<file path="src/rtl/cm3mm_pkg.sv">
// Package for the 3x3 complex matrix multiplier.
// Holds types, sizing constants, index and rounding helpers.
// No dependencies.
package cm3mm_pkg;

    localparam int MATRIX_DIM = 3;
    localparam int WORD_BITS  = 32;
    localparam int FRAC_BITS  = WORD_BITS - 3;
    localparam int CELLS      = MATRIX_DIM * MATRIX_DIM;
    localparam int CELL_W     = $clog2(CELLS);
    localparam int DIM_W      = $clog2(MATRIX_DIM);
    localparam int PROD_W     = 2 * WORD_BITS;
    localparam int ACC_W      = PROD_W + 4;

    localparam int KIND_BIT_HL = 0;
    localparam int KIND_BIT_HR = 1;

    typedef enum logic [1:0] {
        ST_IDLE,
        ST_RUN,
        ST_DRAIN
    } t_state;

    // real-product phase within one complex MAC term
    typedef enum logic [1:0] {
        PH_RR,
        PH_II,
        PH_RI,
        PH_IR
    } t_phase;

    typedef struct packed {
        logic signed [WORD_BITS-1:0] re;
        logic signed [WORD_BITS-1:0] im;
    } t_cplx;

    function automatic logic [CELL_W-1:0] cell_idx(input logic [DIM_W-1:0] row,
                                                   input logic [DIM_W-1:0] col);
        return CELL_W'(CELL_W'(row) * CELL_W'(MATRIX_DIM) + CELL_W'(col));
    endfunction

    // round to nearest (ties up), then saturate to a word
    function automatic logic [WORD_BITS-1:0] round_sat(input logic signed [ACC_W-1:0] acc);
        logic signed [ACC_W-1:0] sum;
        logic signed [ACC_W-1:0] sh;
        logic signed [ACC_W-1:0] wmax;
        logic signed [ACC_W-1:0] wmin;
        sum  = acc + (ACC_W'(1) << (FRAC_BITS - 1));
        sh   = sum >>> FRAC_BITS;
        wmax = {{(ACC_W-WORD_BITS+1){1'b0}}, {(WORD_BITS-1){1'b1}}};
        wmin = ~wmax;
        if (sh > wmax) begin
            return wmax[WORD_BITS-1:0];
        end else if (sh < wmin) begin
            return wmin[WORD_BITS-1:0];
        end
        return sh[WORD_BITS-1:0];
    endfunction

endpackage

</file>
<file path="src/rtl/complex_3x3_matrix_multiply_top.sv">
// 3x3 complex matrix multiplier with optional conjugate transposes.
// One shared 32x32 multiplier and two accumulators (real, imaginary) under a small sequencer.
// Depends on cm3mm_pkg.
//
//  channel  | handshake          | word
//  ---------+--------------------+---------------------------------------------
//  input    | start && !busy     | i_kind, i_b_real, i_b_imag, i_c_real, i_c_imag
//  result   | o_strobe (1 cycle) | o_prod_real, o_prod_imag, o_final_flag
//
// Items one to eight only load the stores.
// The ninth item starts the run: 108 real products through the single
// multiplier, one per cycle; busy stays high and drops with the last
// result. Reset (synchronous) clears the load count and the sequencer;
// store contents are undefined until loaded. No receiver stall.
module complex_3x3_matrix_multiply_top (
    input  logic        i_clk,
    input  logic        i_rst_n,
    input  logic        start,
    input  logic [1:0]  i_kind,
    input  logic signed [31:0] i_b_real,
    input  logic signed [31:0] i_b_imag,
    input  logic signed [31:0] i_c_real,
    input  logic signed [31:0] i_c_imag,
    output logic        busy,
    output logic        o_strobe,
    output logic signed [31:0] o_prod_real,
    output logic signed [31:0] o_prod_imag,
    output logic        o_final_flag
);

    localparam int W  = cm3mm_pkg::WORD_BITS;
    localparam int CW = cm3mm_pkg::CELL_W;
    localparam int DW = cm3mm_pkg::DIM_W;
    localparam int AW = cm3mm_pkg::ACC_W;
    localparam int PW = cm3mm_pkg::PROD_W;
    localparam logic [DW-1:0] LAST_IDX = DW'(cm3mm_pkg::MATRIX_DIM - 1);

    cm3mm_pkg::t_cplx left_mem  [cm3mm_pkg::CELLS];
    cm3mm_pkg::t_cplx right_mem [cm3mm_pkg::CELLS];

    cm3mm_pkg::t_state r_state, n_state;
    logic [CW-1:0] r_load_count, n_load_count;
    logic [DW-1:0] r_i, n_i, r_j, n_j, r_k, n_k;
    cm3mm_pkg::t_phase r_p, n_p;
    logic r_herm_l, r_herm_r;

    logic accept;
    logic ninth;
    logic [CW-1:0] li, ri;

    // stage 1: read data
    cm3mm_pkg::t_cplx r_lrd, r_rrd;
    logic r_v1, r_first1, r_last1, r_fin1;
    cm3mm_pkg::t_phase r_p1;

    // stage 2: product
    logic signed [W-1:0] mul_a, mul_b;
    logic mul_neg;
    logic signed [PW-1:0] r_prod;
    logic r_v2, r_first2, r_last2, r_fin2, r_sub2;
    cm3mm_pkg::t_phase r_p2;

    // stage 3: accumulators
    logic signed [AW-1:0] term;
    logic signed [AW-1:0] r_acc_re, r_acc_im;
    logic r_done3, r_fin3;

    assign accept = start && !busy;
    assign ninth  = (r_load_count == CW'(cm3mm_pkg::CELLS - 1));
    assign busy   = (r_state != cm3mm_pkg::ST_IDLE);

    assign li = r_herm_l ? cm3mm_pkg::cell_idx(r_k, r_i) : cm3mm_pkg::cell_idx(r_i, r_k);
    assign ri = r_herm_r ? cm3mm_pkg::cell_idx(r_j, r_k) : cm3mm_pkg::cell_idx(r_k, r_j);

    always_ff @(posedge i_clk) begin
        if (accept) begin
            left_mem[r_load_count]  <= '{re: i_b_real, im: i_b_imag};
            right_mem[r_load_count] <= '{re: i_c_real, im: i_c_imag};
        end
        r_lrd <= left_mem[li];
        r_rrd <= right_mem[ri];
    end

    always_ff @(posedge i_clk) begin
        if (!i_rst_n) begin
            r_state      <= cm3mm_pkg::ST_IDLE;
            r_load_count <= '0;
            r_i          <= '0;
            r_j          <= '0;
            r_k          <= '0;
            r_p          <= cm3mm_pkg::PH_RR;
        end else begin
            r_state      <= n_state;
            r_load_count <= n_load_count;
            r_i          <= n_i;
            r_j          <= n_j;
            r_k          <= n_k;
            r_p          <= n_p;
        end
    end

    always_ff @(posedge i_clk) begin
        if (accept && ninth) begin
            r_herm_l <= i_kind[cm3mm_pkg::KIND_BIT_HL];
            r_herm_r <= i_kind[cm3mm_pkg::KIND_BIT_HR];
        end
    end

    always_comb begin
        n_state      = r_state;
        n_load_count = r_load_count;
        n_i          = r_i;
        n_j          = r_j;
        n_k          = r_k;
        n_p          = r_p;
        unique case (r_state)
            cm3mm_pkg::ST_IDLE: begin
                if (accept) begin
                    if (ninth) begin
                        n_load_count = '0;
                        n_state      = cm3mm_pkg::ST_RUN;
                        n_i          = '0;
                        n_j          = '0;
                        n_k          = '0;
                        n_p          = cm3mm_pkg::PH_RR;
                    end else begin
                        n_load_count = r_load_count + CW'(1);
                    end
                end
            end
            cm3mm_pkg::ST_RUN: begin
                unique case (r_p)
                    cm3mm_pkg::PH_RR: n_p = cm3mm_pkg::PH_II;
                    cm3mm_pkg::PH_II: n_p = cm3mm_pkg::PH_RI;
                    cm3mm_pkg::PH_RI: n_p = cm3mm_pkg::PH_IR;
                    cm3mm_pkg::PH_IR: n_p = cm3mm_pkg::PH_RR;
                    default:          n_p = cm3mm_pkg::PH_RR;
                endcase
                if (r_p == cm3mm_pkg::PH_IR) begin
                    if (r_k == LAST_IDX) begin
                        n_k = '0;
                        if (r_j == LAST_IDX) begin
                            n_j = '0;
                            if (r_i == LAST_IDX) begin
                                n_i     = '0;
                                n_state = cm3mm_pkg::ST_DRAIN;
                            end else begin
                                n_i = r_i + DW'(1);
                            end
                        end else begin
                            n_j = r_j + DW'(1);
                        end
                    end else begin
                        n_k = r_k + DW'(1);
                    end
                end
            end
            cm3mm_pkg::ST_DRAIN: begin
                if (r_done3 && r_fin3) begin
                    n_state = cm3mm_pkg::ST_IDLE;
                end
            end
            default: n_state = cm3mm_pkg::ST_IDLE;
        endcase
    end

    // pipeline tags
    always_ff @(posedge i_clk) begin
        if (!i_rst_n) begin
            r_v1    <= 1'b0;
            r_v2    <= 1'b0;
            r_done3 <= 1'b0;
        end else begin
            r_v1    <= (r_state == cm3mm_pkg::ST_RUN);
            r_v2    <= r_v1;
            r_done3 <= r_v2 && r_last2;
        end
    end

    always_ff @(posedge i_clk) begin
        r_p1     <= r_p;
        r_first1 <= (r_k == '0);
        r_last1  <= (r_k == LAST_IDX) && (r_p == cm3mm_pkg::PH_IR);
        r_fin1   <= (r_i == LAST_IDX) && (r_j == LAST_IDX);
        r_p2     <= r_p1;
        r_first2 <= r_first1;
        r_last2  <= r_last1;
        r_fin2   <= r_fin1;
        r_fin3   <= r_fin2;
    end

    // shared multiplier operand select
    always_comb begin
        unique case (r_p1)
            cm3mm_pkg::PH_RR: begin
                mul_a   = r_lrd.re;
                mul_b   = r_rrd.re;
                mul_neg = 1'b0;
            end
            cm3mm_pkg::PH_II: begin
                mul_a   = r_lrd.im;
                mul_b   = r_rrd.im;
                mul_neg = (r_herm_l == r_herm_r);
            end
            cm3mm_pkg::PH_RI: begin
                mul_a   = r_lrd.re;
                mul_b   = r_rrd.im;
                mul_neg = r_herm_r;
            end
            cm3mm_pkg::PH_IR: begin
                mul_a   = r_lrd.im;
                mul_b   = r_rrd.re;
                mul_neg = r_herm_l;
            end
            default: begin
                mul_a   = r_lrd.re;
                mul_b   = r_rrd.re;
                mul_neg = 1'b0;
            end
        endcase
    end

    always_ff @(posedge i_clk) begin
        r_prod <= mul_a * mul_b;
        r_sub2 <= mul_neg;
    end

    assign term = r_sub2 ? -AW'(r_prod) : AW'(r_prod);

    always_ff @(posedge i_clk) begin
        if (r_v2) begin
            priority case (r_p2)
                cm3mm_pkg::PH_RR: r_acc_re <= r_first2 ? term : r_acc_re + term;
                cm3mm_pkg::PH_II: r_acc_re <= r_acc_re + term;
                cm3mm_pkg::PH_RI: r_acc_im <= r_first2 ? term : r_acc_im + term;
                default:          r_acc_im <= r_acc_im + term;
            endcase
        end
    end

    always_ff @(posedge i_clk) begin
        if (!i_rst_n) begin
            o_strobe     <= 1'b0;
            o_final_flag <= 1'b0;
        end else begin
            o_strobe     <= r_done3;
            o_final_flag <= r_done3 && r_fin3;
        end
    end

    always_ff @(posedge i_clk) begin
        if (r_done3) begin
            o_prod_real <= cm3mm_pkg::round_sat(r_acc_re);
            o_prod_imag <= cm3mm_pkg::round_sat(r_acc_im);
        end
    end

    a_pipe_busy: assert property (@(posedge i_clk) disable iff (!i_rst_n)
        (r_v1 || r_v2 || r_done3) |-> busy)
        else $error("pipeline active while idle");

    a_final_strobe: assert property (@(posedge i_clk) disable iff (!i_rst_n)
        o_final_flag |-> o_strobe)
        else $error("final flag without strobe");

    a_final_idle: assert property (@(posedge i_clk) disable iff (!i_rst_n)
        (o_strobe && o_final_flag) |-> !busy)
        else $error("busy after final word");

    a_run_on_ninth: assert property (@(posedge i_clk) disable iff (!i_rst_n)
        (accept && !ninth) |=> !busy)
        else $error("run started before ninth word");

endmodule
</file>
<file path="config.mk">
export PLATFORM = sky130hd
export DESIGN_NAME = complex_3x3_matrix_multiply_top
export DESIGN_NICKNAME = d
export VERILOG_FILES = /design/src/rtl/cm3mm_pkg.sv /design/src/rtl/complex_3x3_matrix_multiply_top.sv
export SDC_FILE = /design/constraint.sdc
export NUM_CORES = 2
export LEC_CHECK = 0
export BUFFER_PORTS_ARGS = -buffer_cell sky130_fd_sc_hd__buf_2
export CAP_MARGIN = 40
export CELL_PAD_IN_SITES_DETAIL_PLACEMENT = 1
export CELL_PAD_IN_SITES_GLOBAL_PLACEMENT = 2
export CORE_MARGIN = 8
export CORE_UTILIZATION = 41
export CTS_BUF_LIST = sky130_fd_sc_hd__clkbuf_16
export DETAILED_ROUTE_END_ITERATION = 7
export PLACE_DENSITY = 0.81
export SYNTH_ARGS = -nofsm -noshare
export SYNTH_HDL_FRONTEND = slang
export SYNTH_SLANG_ARGS = --single-unit
</file>
<file path="constraint.sdc">
create_clock -name i_clk -period 9.2 [get_ports i_clk]
set_clock_uncertainty 0.05 [all_clocks]
set_input_delay 1.84 -clock i_clk [delete_from_list [all_inputs] [get_ports i_clk]]
set_output_delay 1.84 -clock i_clk [all_outputs]
set_load 0.005 [all_outputs]
</file>
==> flow_summary.json <==
{
  "fin_cells": 12165,
  "critPathArrivalTime_ns": 9.67,
  "gp_congestion": 0.938,
  "syn_avg_cell_area_um2": 12.4,
  "viasPerCell": 5.42,
  "hold_class": "flop to flop",
  "clock_path_buffers": 3,
  "yosysWarnings": 0,
  "clk_pin_slew_ns": 0.06,
  "reg2reg_depth": 33,
  "r2r_start": "r_p1[1]",
  "grt_pass1_wl_um": 467000,
  "grt_pass1_vias": 73313,
  "htreeDepth": 4,
  "portBuffers": 199,
  "grt_use_total_pct": 23.2,
  "ant_nets": 0,
  "grt_max_degree": 127,
  "cp_common_cell": "fa_1",
  "cts_buffers": 166,
  "coreArea_um2": 249000,
  "rsz0062_at_grt": "yes",
  "synthesis.area_um2": 103000,
  "die_w_um": 516,
  "synth-main-ff-cell": "edfxtp_1",
  "crit_path_start_kind": "flop",
  "synth_common_cells": "1354 x edfxtp_1, 1090 x fa_1, 1089 x inv_1",
  "status": "completed",
  "wirelength_um": 313000,
  "cts.sinks": 1577,
  "period_share_pct": 97.4,
  "vias": 65908,
  "cp_max_fo": 10,
  "dieHeight_um": 516,
  "ctsHoldBuffers": 0,
  "fin_nets": 10249,
  "maxCapViolCount": 0,
  "cts_tree": "yes",
  "yosysTopAreaCellShare_pct": 39.7,
  "drc": 0,
  "synth.largest_area_cell": "edfxtp_1",
  "synth_cells": 8274,
  "hold_viol_final": 0,
  "hold_start": "r_fin2",
  "report.final.slew_viol_count": 0,
  "grt.overflow.total": 0,
  "wl_per_cell_um": 25.7,
  "insertion_delay_ns": 0.88,
  "dieArea_um2": 266000,
  "antenna_found_initial": 44,
  "ys_ff_latch": 1577,
  "place_inst": 11811,
  "synthToLayoutAreaGrowth_pct": 13.9,
  "timing.rr.end": "r_prod[62]",
  "drtPass1Iterations": 5,
  "end_kind": "flop",
  "final.setup.tns_ns": 0,
  "final-setup-viol-count": 0,
  "synth_edf_count": 1354,
  "synth_seq_area_share_pct": 44.0,
  "num-fill-cells": 25776,
  "yosysUniqueCellTypes": 75,
  "holdPathStages": 0,
  "async_reset_ff_share_pct": 0,
  "layout-drive-gt1-share_pct": 14.6,
  "rows": 183,
  "rrSetupSlack_ns": 0.24,
  "hold_end": "r_fin3",
  "synthTopCellsByArea": "edfxtp_1 40%, fa_1 21%, mux4_2 5.6%, dfxtp_1 4.4%, ha_1 4.3%",
  "ioPinCount": 200,
  "worst_path_max_delay_cell": "fa_1",
  "dp_hpwl_um": 232000,
  "initial_utilization_pct": 41.2,
  "critical_path_required_ns": 9.90,
  "relSlewSlack_pct": 31.4,
  "timing.fmax_mhz": 112,
  "drt_first_iter_violations": 4693,
  "cpPeakStageDelay_ns": 0.57,
  "period_needed_ns": 8.96,
  "syn_nets": 9847,
  "tightest_slew_ns": 1.03,
  "synth.most_common_cell": "edfxtp_1",
  "worst-setup-path-type": "flop to flop",
  "cts_root_buf": "clkbuf_16"
}
[flip-flops by register name, indices dropped and copies added, names as in the netlist, 2 cells and up]
| name | count |
|---|---|
| left_mem | 576 |
| o_prod_imag | 32 |
| o_prod_real | 32 |
| r_acc_im | 68 |
| r_acc_re | 68 |
| r_i | 2 |
| r_j | 2 |
| r_k | 2 |
| r_load_count | 4 |
| r_lrd | 64 |
| r_p | 2 |
| r_p1 | 2 |
| r_p2 | 2 |
| r_prod | 64 |
| r_rrd | 64 |
| r_state | 2 |
| right_mem | 576 |
[through the flow]
stage | hold slack, ns | util (%) | setup WS (ns) | instance area [um^2]
floorplan | 0.260 | - | 0.0977 | 103000
global placement | 0.263 | 44.2 | -0.229 | 110000
detailed placement | 0.265 | 44.3 | -0.293 | 110000
CTS | 0.280 | 46.7 | 0.00605 | 116000
global route | 0.286 | 47.0 | -0.0500 | 117000
finish | 0.277 | 47.0 | 0.236 | 117000
[routing by layer]
metal  routed length [um]  GRT usage (%)
met5                  259              0
met4                12100           7.88
met2               149000           39.0
met1               132000           30.7
met3                19300           3.66
[worst max path at each step]
stage | from | endpoint | slack, ns
2_1_floorplan | r_p1[1] | r_prod[62] | 0.1
3_3_place_gp | r_p1[0] | r_prod[62] | -0.23
3_5_place_dp | r_p1[1] | r_prod[62] | -0.29
4_1_cts | r_p1[1] | r_prod[55] | 0.006
5_1_grt | r_p1[1] | r_prod[62] | -0.05
6_report | r_p1[1] | r_prod[62] | 0.24
[timing repair]
action                                  CTS  global route
pin swaps                                 2            13
endpoints found under the setup margin    6            14
gates resized for setup                  14            69
cloned                                    1             3
setup buffers                             2            19
[placed cells by master (no fill, tap or decap), types with 200 or more instances in the layout]
master,instances
nor2_1,803
dfxtp_1,220
buf_2,200
ha_1,345
buf_4,287
o21ai_0,281
mux4_2,256
a21oi_1,351
fa_1,1085
edfxtp_1,1354
nand2_1,766
inv_1,1117
[logic make-up after synthesis]
| group | synth area share, % |
|---|---|
| AND/OR/NAND/NOR | 7.99 |
| XOR/XNOR | 2.70 |
| flip-flops | 44.0 |
| multiplexers | 8.29 |
| buffers and inverters | 5.27 |
| adder cells (fa/ha/maj) | 25.6 |
| AO/OA/AOI/OAI | 6.17 |
[critical path, delay by kind of cell (launching register included)]
kind	cells	cell delay, ns
compound gates	9	1.61
xor+xnor	1	0.16
fa+ha+maj	10	4.59
buf+inv	9	1.29
flops	1	0.32
mux	1	0.38
simple gates	3	0.45
[area by class of cell]
type	count	area, um^2	share of cell area (%)
inverter	1090	4100	3.51
timing repair buffer	579	4900	4.19
clock buffer	169	4230	3.62
antenna	15	37.5	0.0321
tap	3330	4170	3.57
sequential	1577	45100	38.6
clock inverter	143	1590	1.36
multi-input combinational	5262	52600	45.1
Power is left out: the tool's default activity adds up to more than one toggle a clock period on the data nets, which glitch-free logic cannot reach.
